$ cat config.mk
export PLATFORM = sky130hd
export DESIGN_NAME = teq_front
export DESIGN_NICKNAME = d
export VERILOG_FILES = /design/src/sv/teq_pkg.sv /design/src/sv/teq_front.sv
export SDC_FILE = /design/constraint.sdc
export NUM_CORES = 1
export LEC_CHECK = 0
export BUFFER_PORTS_ARGS = -buffer_cell sky130_fd_sc_hd__buf_2
export CAP_MARGIN = 10
export CELL_PAD_IN_SITES_DETAIL_PLACEMENT = 1
export CELL_PAD_IN_SITES_GLOBAL_PLACEMENT = 2
export CORE_MARGIN = 4
export CORE_UTILIZATION = 37
export DETAILED_ROUTE_END_ITERATION = 16
export HOLD_SLACK_MARGIN = 0.08
export PLACE_DENSITY = 0.87
export SETUP_SLACK_MARGIN = 0.02
export SLEW_MARGIN = 40
export SYNTH_ARGS = -nofsm -noshare
export SYNTH_HDL_FRONTEND = slang
export SYNTH_SLANG_ARGS = --single-unit
export TNS_END_PERCENT = 20
$ cat constraint.sdc
create_clock -name clock -period 3.1 [get_ports clock]
set_input_delay 0.155 -clock clock [delete_from_list [all_inputs] [get_ports clock]]
set_output_delay 0.155 -clock clock [all_outputs]
set_load 0.01 [all_outputs]
$ cat src/sv/teq_pkg.sv
`timescale 1ns / 1ps
package teq_pkg;
   localparam int unsigned DefQueueDepth = 16;
   localparam logic [31:0] HALF_RANGE   = 32'h8000_0000;
   localparam logic [31:0] STALE_WINDOW = 32'h1000_0000;
   localparam logic [2:0] OP_INS_DELAY = 3'd0;
   localparam logic [2:0] OP_INS_AT    = 3'd1;
   localparam logic [2:0] OP_POP       = 3'd2;
   localparam logic [2:0] OP_REMOVE    = 3'd3;
   localparam logic [2:0] OP_FIND      = 3'd4;

   typedef struct packed {
      logic [2:0]  opcode;
      logic [11:0] event_type;
      logic [31:0] time_value;
      logic [31:0] current_count;
   } op_type;

   typedef struct packed {
      logic        head_valid;
      logic [11:0] head_type;
      logic [31:0] head_time;
      logic [31:0] next_event_time;
      logic [11:0] popped_type;
      logic        found;
      logic [31:0] found_time;
      logic        overflow;
      logic [4:0]  occupancy;
   } res_type;
endpackage

$ cat src/sv/teq_front.sv
`timescale 1ns / 1ps
module teq_front (
   input  logic              clock,
   input  logic              reset,
   input  logic              in_valid,
   output logic              in_ready,
   input  teq_pkg::op_type   in_op,
   output logic              q_valid,
   input  logic              q_ready,
   output teq_pkg::op_type   q_op
);
   import teq_pkg::*;
   // two-entry queue; resolves insert-after-delay into absolute time
   op_type     buf_ff [2];
   op_type     buf_in;
   logic [1:0] cnt_ff, cnt_in;
   logic       rd_ff, rd_in, wr_ff, wr_in;
   logic       push, pop;

   assign in_ready = (cnt_ff != 2'd2);
   assign q_valid  = (cnt_ff != 2'd0);
   assign q_op     = buf_ff[rd_ff];
   assign push     = in_valid && in_ready;
   assign pop      = q_valid && q_ready;

   always_comb begin
      buf_in = in_op;
      if (in_op.opcode == OP_INS_DELAY) begin
         buf_in.opcode     = OP_INS_AT;
         buf_in.time_value = in_op.current_count + in_op.time_value;
      end
      cnt_in = cnt_ff + {1'b0, push} - {1'b0, pop};
      rd_in  = rd_ff ^ pop;
      wr_in  = wr_ff ^ push;
   end

   always_ff @(posedge clock) begin
      if (reset) begin
         cnt_ff <= '0;
         rd_ff  <= 1'b0;
         wr_ff  <= 1'b0;
      end else begin
         cnt_ff <= cnt_in;
         rd_ff  <= rd_in;
         wr_ff  <= wr_in;
      end
      if (push) buf_ff[wr_ff] <= buf_in;
   end
endmodule

After elaboration in Yosys (flattened, before gate mapping)
Memories as Yosys holds them, arrays and structs flattened. A register that Yosys moved wholly into a read port is not among the register bits.
Index checks and enable logic that the tools add are counted.
- register bits: 4
- memory bits (writable): 158
- input port bits: 83
- output and inout port bits: 81
- word-level logic and storage cells: 19
- memories kept: 1
- add/sub/neg operators: 3
- equality and inequality tests: 1
- multiplexer cells: 5
- bitwise operators: 2
- reduce and logical (&&, ||, !) cells: 4
- memories (memory ; words ; bits a word ; read ports ; clocked after Yosys merged registers in ; wr ports ; line ; source):
    buf_ff ; 2 ; 79 ; 1 ; 1 ; 1 ; teq_front.sv:14 ; op_type buf_ff [2];
- operators with widths (cell ; number):
    adder 32 bit ; 1
    two-way mux 32 bit ; 1
    logical NOT 3 bit ; 1
    two-way mux 1 bit ; 3
    two-way mux 3 bit ; 1
    adder 2 x 1 -> 2 bit ; 1
    logical AND 1 bit ; 2
    inequality test 2 bit, second input constant ; 1
    nonzero test 2 bit ; 1
    subtractor 2 x 1 -> 2 bit ; 1
    XOR 1 bit ; 2

Depth between registers and ports, before layout
Gate-level depths: netlist (run 1).
- depth in word-level cells: 4
- depth in mapped cells: 9
- mapped depth without buffers: 9

Worst setup path after synthesis (run 1)
Ideal clock, no wire load.
- path type: reg-to-reg
- from: reg cnt_ff[0]
- to: mem buf_ff[1][0] in the netlist's numbering (enable)
- library setup time: 0.446 ns
- arrival: 2.535 ns
- required time: 2.654 ns
- path slack: 0.119 ns
- cell stages (with the launch flop): 5
- buffers on the path: 0
- period minus slack after synthesis: 2.981 ns
- cell sequence: dfxtp_1 > nand2b_1 > nand2_1 > inv_1 > ha_1
- longest elaborated chain between the ends: 4
- ends and longest elaborated chain (element ; line ; source):
    from (decl) ; teq_front.sv:16 ; logic [1:0] cnt_ff, cnt_in;
    from (signal assigned) ; teq_front.sv:43 ; cnt_ff <= cnt_in;
    inequality test 2 bit ; teq_front.sv:20 ; assign in_ready = (cnt_ff != 2'd2);
    net in_ready ; teq_front.sv:6 ; output logic in_ready,
    logical AND 1 bit ; teq_front.sv:23 ; assign push = in_valid && in_ready;
    two-way mux 1 bit ; teq_front.sv:47 ; if (push) buf_ff[wr_ff] <= buf_in;
    two-way mux 1 bit (not written as such) ; teq_front.sv:47 ;
    to (decl) ; teq_front.sv:14 ;
The timed path passes the listed nets, and every way through them passes these cells.

==> flow_metrics.tcl, run 1 <==
set metrics [dict create \
    synth_area_leader_cell "edfxtp_1" \
    grt_util_met2 0.3069 \
    drt_iter0_drc 292 \
    syn_area_um2 8087 \
    grt.overflow.total 0 \
    vias 5869 \
    grt.busiest_layer "met2" \
    wl_per_cell_um 19.01 \
    die_w_um 155.8 \
    synthFlopType "edfxtp_1" \
    gp_congestion 0.7917 \
    num-fill-cells 2225 \
    htreeDepth 4 \
    crit_buf_inv 2 \
    syn_inst 623 \
    worst_setup_path_end_kind "flip-flop" \
    dieArea_um2 24280 \
    std_cell_rows 53 \
    cp.required_ps 3260 \
    slew_viol_final 0 \
    finClkSkew_ps 7.254 \
    synth_warnings 0 \
    report.final.setup_viol 0 \
    gr-usage-met1 0.2395 \
    drcViolationCount 0 \
    grt_max_degree 53 \
    drt_wl_total_um 21700 \
    grtUsageMet3 0.02996 \
    yosys.cell_types.count 60 \
    fin_nets 972 \
    areaGrowthSynthToFinish_pct 29.74 \
    critPathSlowestCell "dlygate4sd3_1" \
    syn-num-nets 742 \
    grt_pass1_vias 6260 \
    clk_latency_ps 420 \
    max_slew_margin 0.5155 \
    crit_arrival_ps 2950 \
    clk_pin_slew_ps 70 \
    antenna_left 0 \
    first_pass_iters 5 \
    grt_pass1_wl_um 34370 \
    core-area_um2 21290 \
    synth_edf_count 158 \
    yosys.cell_count.top_type "edfxtp_1" \
    ys_seq_area_frac 0.5966 \
    maxCapViolations 0 \
    fin_crit_sh 0.9019 \
    ios 164 \
    ys_top_cells_by_area "edfxtp_1 (59%), mux2_2 (11%), ha_1 (5.4%), nand2_1 (2.9%), o21ai_0 (2.6%)" \
    async_reset_ff_frac 0 \
    worstMarginPinSlew_ps 726.8 \
    dpl.hpwl_um 15510 \
    path_cells "dlygate4sd3_1, buf_2, ha_1, a21oi_1, nand2_1, nor3_2, and2_1, a22oi_1, a21o_1, a221o_1" \
    die_h_um 155.8 \
    final_layout_size_suffix_gt1_frac 0.3464 \
    cts.path.max_buffers 2 \
    min_path_type "input pin to flip-flop" \
    critPathLaunchType "input pin" \
    syn_avg_cell_area_um2 12.98 \
    worstPathMaxFanout 6 \
    multi_input_area_um2 3114 \
    seq_area_um2 4828 \
    p_total_mw 7.053 \
    vias_per_cell 5.139 \
    max_clock_freq_ghz 0.3577 \
    cts-buffers-inserted 17 \
    cts_resized 0 \
    yosysTopAreaCellShare 0.5867 \
    cpPeakStageDelay_ps 540 \
    path_delay_family "compound AO/OA/AOI/OAI gates" \
    grt_usage 0.1806 \
    hold_viol_final 0 \
    tns_ps 0 \
    postCtsSetupBuffers 0 \
    cts_hold_buf 62 \
    initial_utilization 0.3799 \
    leakagePower_nw 4.100 \
    io_buffers 163 \
    synthTopCellsByCount "edfxtp_1 (158), mux2_2 (80), nand2_1 (62)" \
    peakVddDrop_v 0.0003845 \
    cts_tree "done" \
    min_period_ps 2796 \
    status "finished, final reports clean" \
    clock_sinks 162 \
    powerDensity_nw_per_um2 672.3 \
    path_class "input pin to flip-flop" \
    antenna_found_initial 1 \
    rsz0062_at_grt "no" \
    synth_seq_cells 162 \
    clockRootBuffer "clkbuf_16" \
]
## metal layers
metal	routed length (um)	vias to the layer above
li1	-	2830
met1	9538	2875
met2	10870	148
met3	1010	16
met4	290	0
met5	0	-
## cell type report
type                       instances  share of cell area
sequential                       162              0.4602
multi-input combinational        422              0.2968
timing repair buffer             235              0.1476
clock buffer                      17             0.04055
tap                              275             0.03280
clock inverter                    15             0.01634
inverter                          15            0.005367
antenna                            1           0.0002385
## cell usage in the layout (no fill, tap or decap), drive strengths merged, types with 12 or more instances in the layout
cell / Yosys / routed
a21oi: 42 / 42
mux2: 80 / 80
ha: 35 / 35
nor2: 31 / 31
xnor2: 12 / 12
clkbuf: 21 / 17
a21o: 15 / 15
o21ai: 44 / 44
buf: 3 / 173
dlygate4sd3: 0 / 62
inv: 15 / 21
nand2: 62 / 62
edfxtp: 158 / 158
## worst register-to-register path, delay by kind of cell, from the launching register on
family	cells	cell delay, ps
AND/OR/NAND/NOR	2	220
flip-flops	1	340
adder cells (fa/ha/maj)	1	510
buffers and inverters	2	500
## power breakdown
group	switching, mW	leakage (nW)	total [mW]	internal (mW)
Combinational	1.08	2.30	1.99	0.911
Sequential	0.124	1.51	2.92	2.80
Clock	0.930	0.290	2.14	1.21
Total	2.14	4.10	7.05	4.92
## worst paths after layout
kind	from	slack (ps)	end	cells after the start
max reg2reg	cnt_ff[0]$_SDFF_PP0_	1210	buf_ff[0][35]$_DFFE_PP_	5
min reg2reg	cnt_ff[0]$_SDFF_PP0_	610	cnt_ff[0]$_SDFF_PP0_	2
max	in_op[15]	300	buf_ff[1][60]$_DFFE_PP_	10
min	in_op[42]	90	buf_ff[1][42]$_DFFE_PP_	3
## flip-flops by register name (all words and copies together), names as in the netlist
register,flops
wr_ff,1
buf_ff,158
cnt_ff,2
rd_ff,1
## cell families (layout without fill, tap and decap cells)
family | after synthesis | after routing | share of synthesized area
other | 0 | 1 | 0
xor gates and xnor gates | 20 | 20 | 0.02166
muxes | 81 | 81 | 0.1126
buffers and inverters | 39 | 282 | 0.02197
adders and majority gates | 36 | 36 | 0.05663
and+or+nand+nor | 148 | 148 | 0.08773
DFF | 162 | 162 | 0.5966
AOI/OAI and AO/OA | 137 | 137 | 0.1027
## metrics by stage
step / hold WS, ps / cells / setup WS (ps) / instance area, um^2 / util
detailed placement: 346.7 / 1047 / 477.1 / 9271 / 0.4355
floorplan: 221.7 / 623 / 118.8 / 8087 / -
finish: 86.24 / 1142 / 304.0 / 10490 / 0.4929
global route: 102.3 / 1142 / 96.22 / 10490 / 0.4929
CTS: 82.18 / 1141 / 345.6 / 10490 / 0.4927
global placement: 343.6 / 1047 / 525.8 / 9271 / 0.4355
No activity file was read; power rests on OpenSTA's default activity.
==> run 2: changes to the inputs <==
RECOVER_POWER = 100   (was default)
==> run 2 against run 1 <==
The flow now finishes with violations (max-capacitance violations, max-slew violations); flip-flop and latch count unchanged; highest routed layer unchanged; combinational power decreased by 6%; sequential power is essentially flat.
==> flow_metrics.tcl, run 2 (same netlist as run 1, synthesis figures left out) <==
set metrics [dict create \
    num-fill-cells 2290 \
    core-area_um2 21290 \
    finClkSkew_ps 6.857 \
    cts-buffers-inserted 17 \
    areaGrowthSynthToFinish_pct 27.36 \
    vias_per_cell 5.134 \
    grt_pass1_vias 6260 \
    std_cell_rows 53 \
    wl_per_cell_um 18.97 \
    grt_usage 0.1806 \
    fin_cells 1142 \
    min_path_type "input pin to flip-flop" \
    critPathSlowestCell "dfxtp_1" \
    antenna_found_initial 1 \
    hold_viol_final 0 \
    grt_pass1_wl_um 34370 \
    fin_crit_sh 0.9202 \
    clk_pin_slew_ps 70 \
    cpPeakStageDelay_ps 1250 \
    die_w_um 155.8 \
    antenna_left 0 \
    dpl.hpwl_um 15510 \
    p_switching_mw 2.139 \
    violations "max-capacitance violations, max-slew violations" \
    powerDensity_nw_per_um2 674.2 \
    max_clock_freq_ghz 0.3505 \
    rsz0062_at_grt "no" \
    worstMarginPinSlew_ps 1751 \
    max_slew_margin -0.1672 \
    clk_latency_ps 420 \
    layout_common_cells "edfxtp_1 (158), clkbuf_1 (116), mux2_2 (75)" \
    vias 5863 \
    ios 164 \
    final_layout_size_suffix_gt1_frac 0.2021 \
    intPower_mw 4.804 \
    status "complete, but fails checks" \
    dpl.cell_count 1047 \
    gp_congestion 0.7917 \
    worst_slack_ps 247.2 \
    crit_buf_inv 2 \
    peakVddDrop_v 0.0003857 \
    fin_nets 972 \
    leakagePower_nw 3.775 \
    seq_area_um2 4825 \
    io_buffers 163 \
    clockRootBuffer "clkbuf_16" \
    report.final.setup_viol 0 \
    multi_input_area_um2 3088 \
    initial_utilization 0.3799 \
    min_period_ps 2853 \
    htreeDepth 4 \
    path_cells "buf_4, mux2_2, clkbuf_1" \
    die_h_um 155.8 \
    clock_sinks 162 \
    slew_viol_final 31 \
    crit_arrival_ps 2700 \
    p_total_mw 6.943 \
    pwr-share-clk 0.309 \
    layout_commonest_cell "edfxtp_1" \
    top_register "buf_ff" \
    path_delay_family "flip-flops" \
    maxCapViolations 1 \
    critPathLaunchType "flip-flop" \
    grt.overflow.total 0 \
    worst_setup_path_end_kind "output port" \
    largest_reg_flops 158 \
    dieArea_um2 24280 \
    hold_ws_ps 92.66 \
    drt_wl_total_um 21670 \
    drt_iter0_drc 332 \
    place_ws_ps 477.1 \
    cts_tree "done" \
    worstPathMaxFanout 27 \
    path_class "flip-flop to output port" \
    top_regs "buf_ff (158), cnt_ff (2)" \
    grt_max_degree 53 \
    drcViolationCount 0 \
    cp.required_ps 2940 \
    switching_share 0.3080 \
    comb_power_share 0.271 \
    p_seq_frac 0.421 \
    tns_ps 0 \
    first_pass_iters 5 \
    cts.path.max_buffers 2 \
]
run 2: cell types whose count changed in the layout (fill, tap and decap cells not counted), sizes merged:
cell / before / now
clkbuf: 17 / 133
buf: 173 / 57
run 2: routing by layer:
layer / routed length, um / vias up / global-route usage
li1: - / 2828 / -
met3: 1028 / 20 / 0.02996
met2: 10870 / 152 / 0.3069
met4: 315 / 0 / 0.05169
met5: 0 / - / 0
met1: 9457 / 2863 / 0.2395
run 2: final timing paths:
| kind | start | slack [ps] | end | cells after the start |
|---|---|---|---|---|
| worst max register to register | cnt_ff[0]$_SDFF_PP0_ | 330 | buf_ff[1][39]$_DFFE_PP_ | 5 |
| worst min-delay path | in_op[42] | 90 | buf_ff[1][42]$_DFFE_PP_ | 3 |
| worst min register to register | wr_ff$_SDFF_PP0_ | 560 | wr_ff$_SDFF_PP0_ | 3 |
| worst max-delay path | rd_ff$_SDFF_PP0_ | 250 | q_op[36] | 3 |
run 2: through the flow:
step | cell area, um^2 | utilization
after floorplan | 8087 | -
after global placement | 9271 | 0.4355
after detailed placement | 9271 | 0.4355
after CTS | 10490 | 0.4927
after global routing | 10300 | 0.4838
final | 10300 | 0.4838
run 2: layout make-up:
cell class / instances / share of cell area
Inverter: 15 / 0.005467
Antenna cell: 1 / 0.0002430
Clock inverter: 15 / 0.01664
Tap cell: 275 / 0.03341
Multi-Input combinational cell: 422 / 0.2998
Timing Repair Buffer: 235 / 0.1346
Sequential cell: 162 / 0.4685
Clock buffer: 17 / 0.04131
run 2: power groups by stage:
stage | clock [mW] | combinational, mW | sequential, mW
6_report | 2.14 | 1.88 | 2.92
3_5_place_dp | 0 | 1.95 | 2.97
5_1_grt | 2.30 | 2.08 | 2.95
2_1_floorplan | 0 | 1.24 | 2.91
3_3_place_gp | 0 | 1.93 | 2.95
4_1_cts | 2.19 | 2.03 | 2.93
run 2: repair_timing:
action	4_1_cts	5_1_grt
endpoints found under the setup margin	0	0
endpoints found under the hold margin	124	0
setup buffers	0	0
hold buffers	62	0
resized for setup	0	0
run 2: worst reg2reg max path: stages (launching register included):
cell and delay [ps]:
dfxtp_1 350, nand2b_1 140, nand2_1 90, inv_1 90, ha_1 1150, buf_6 570
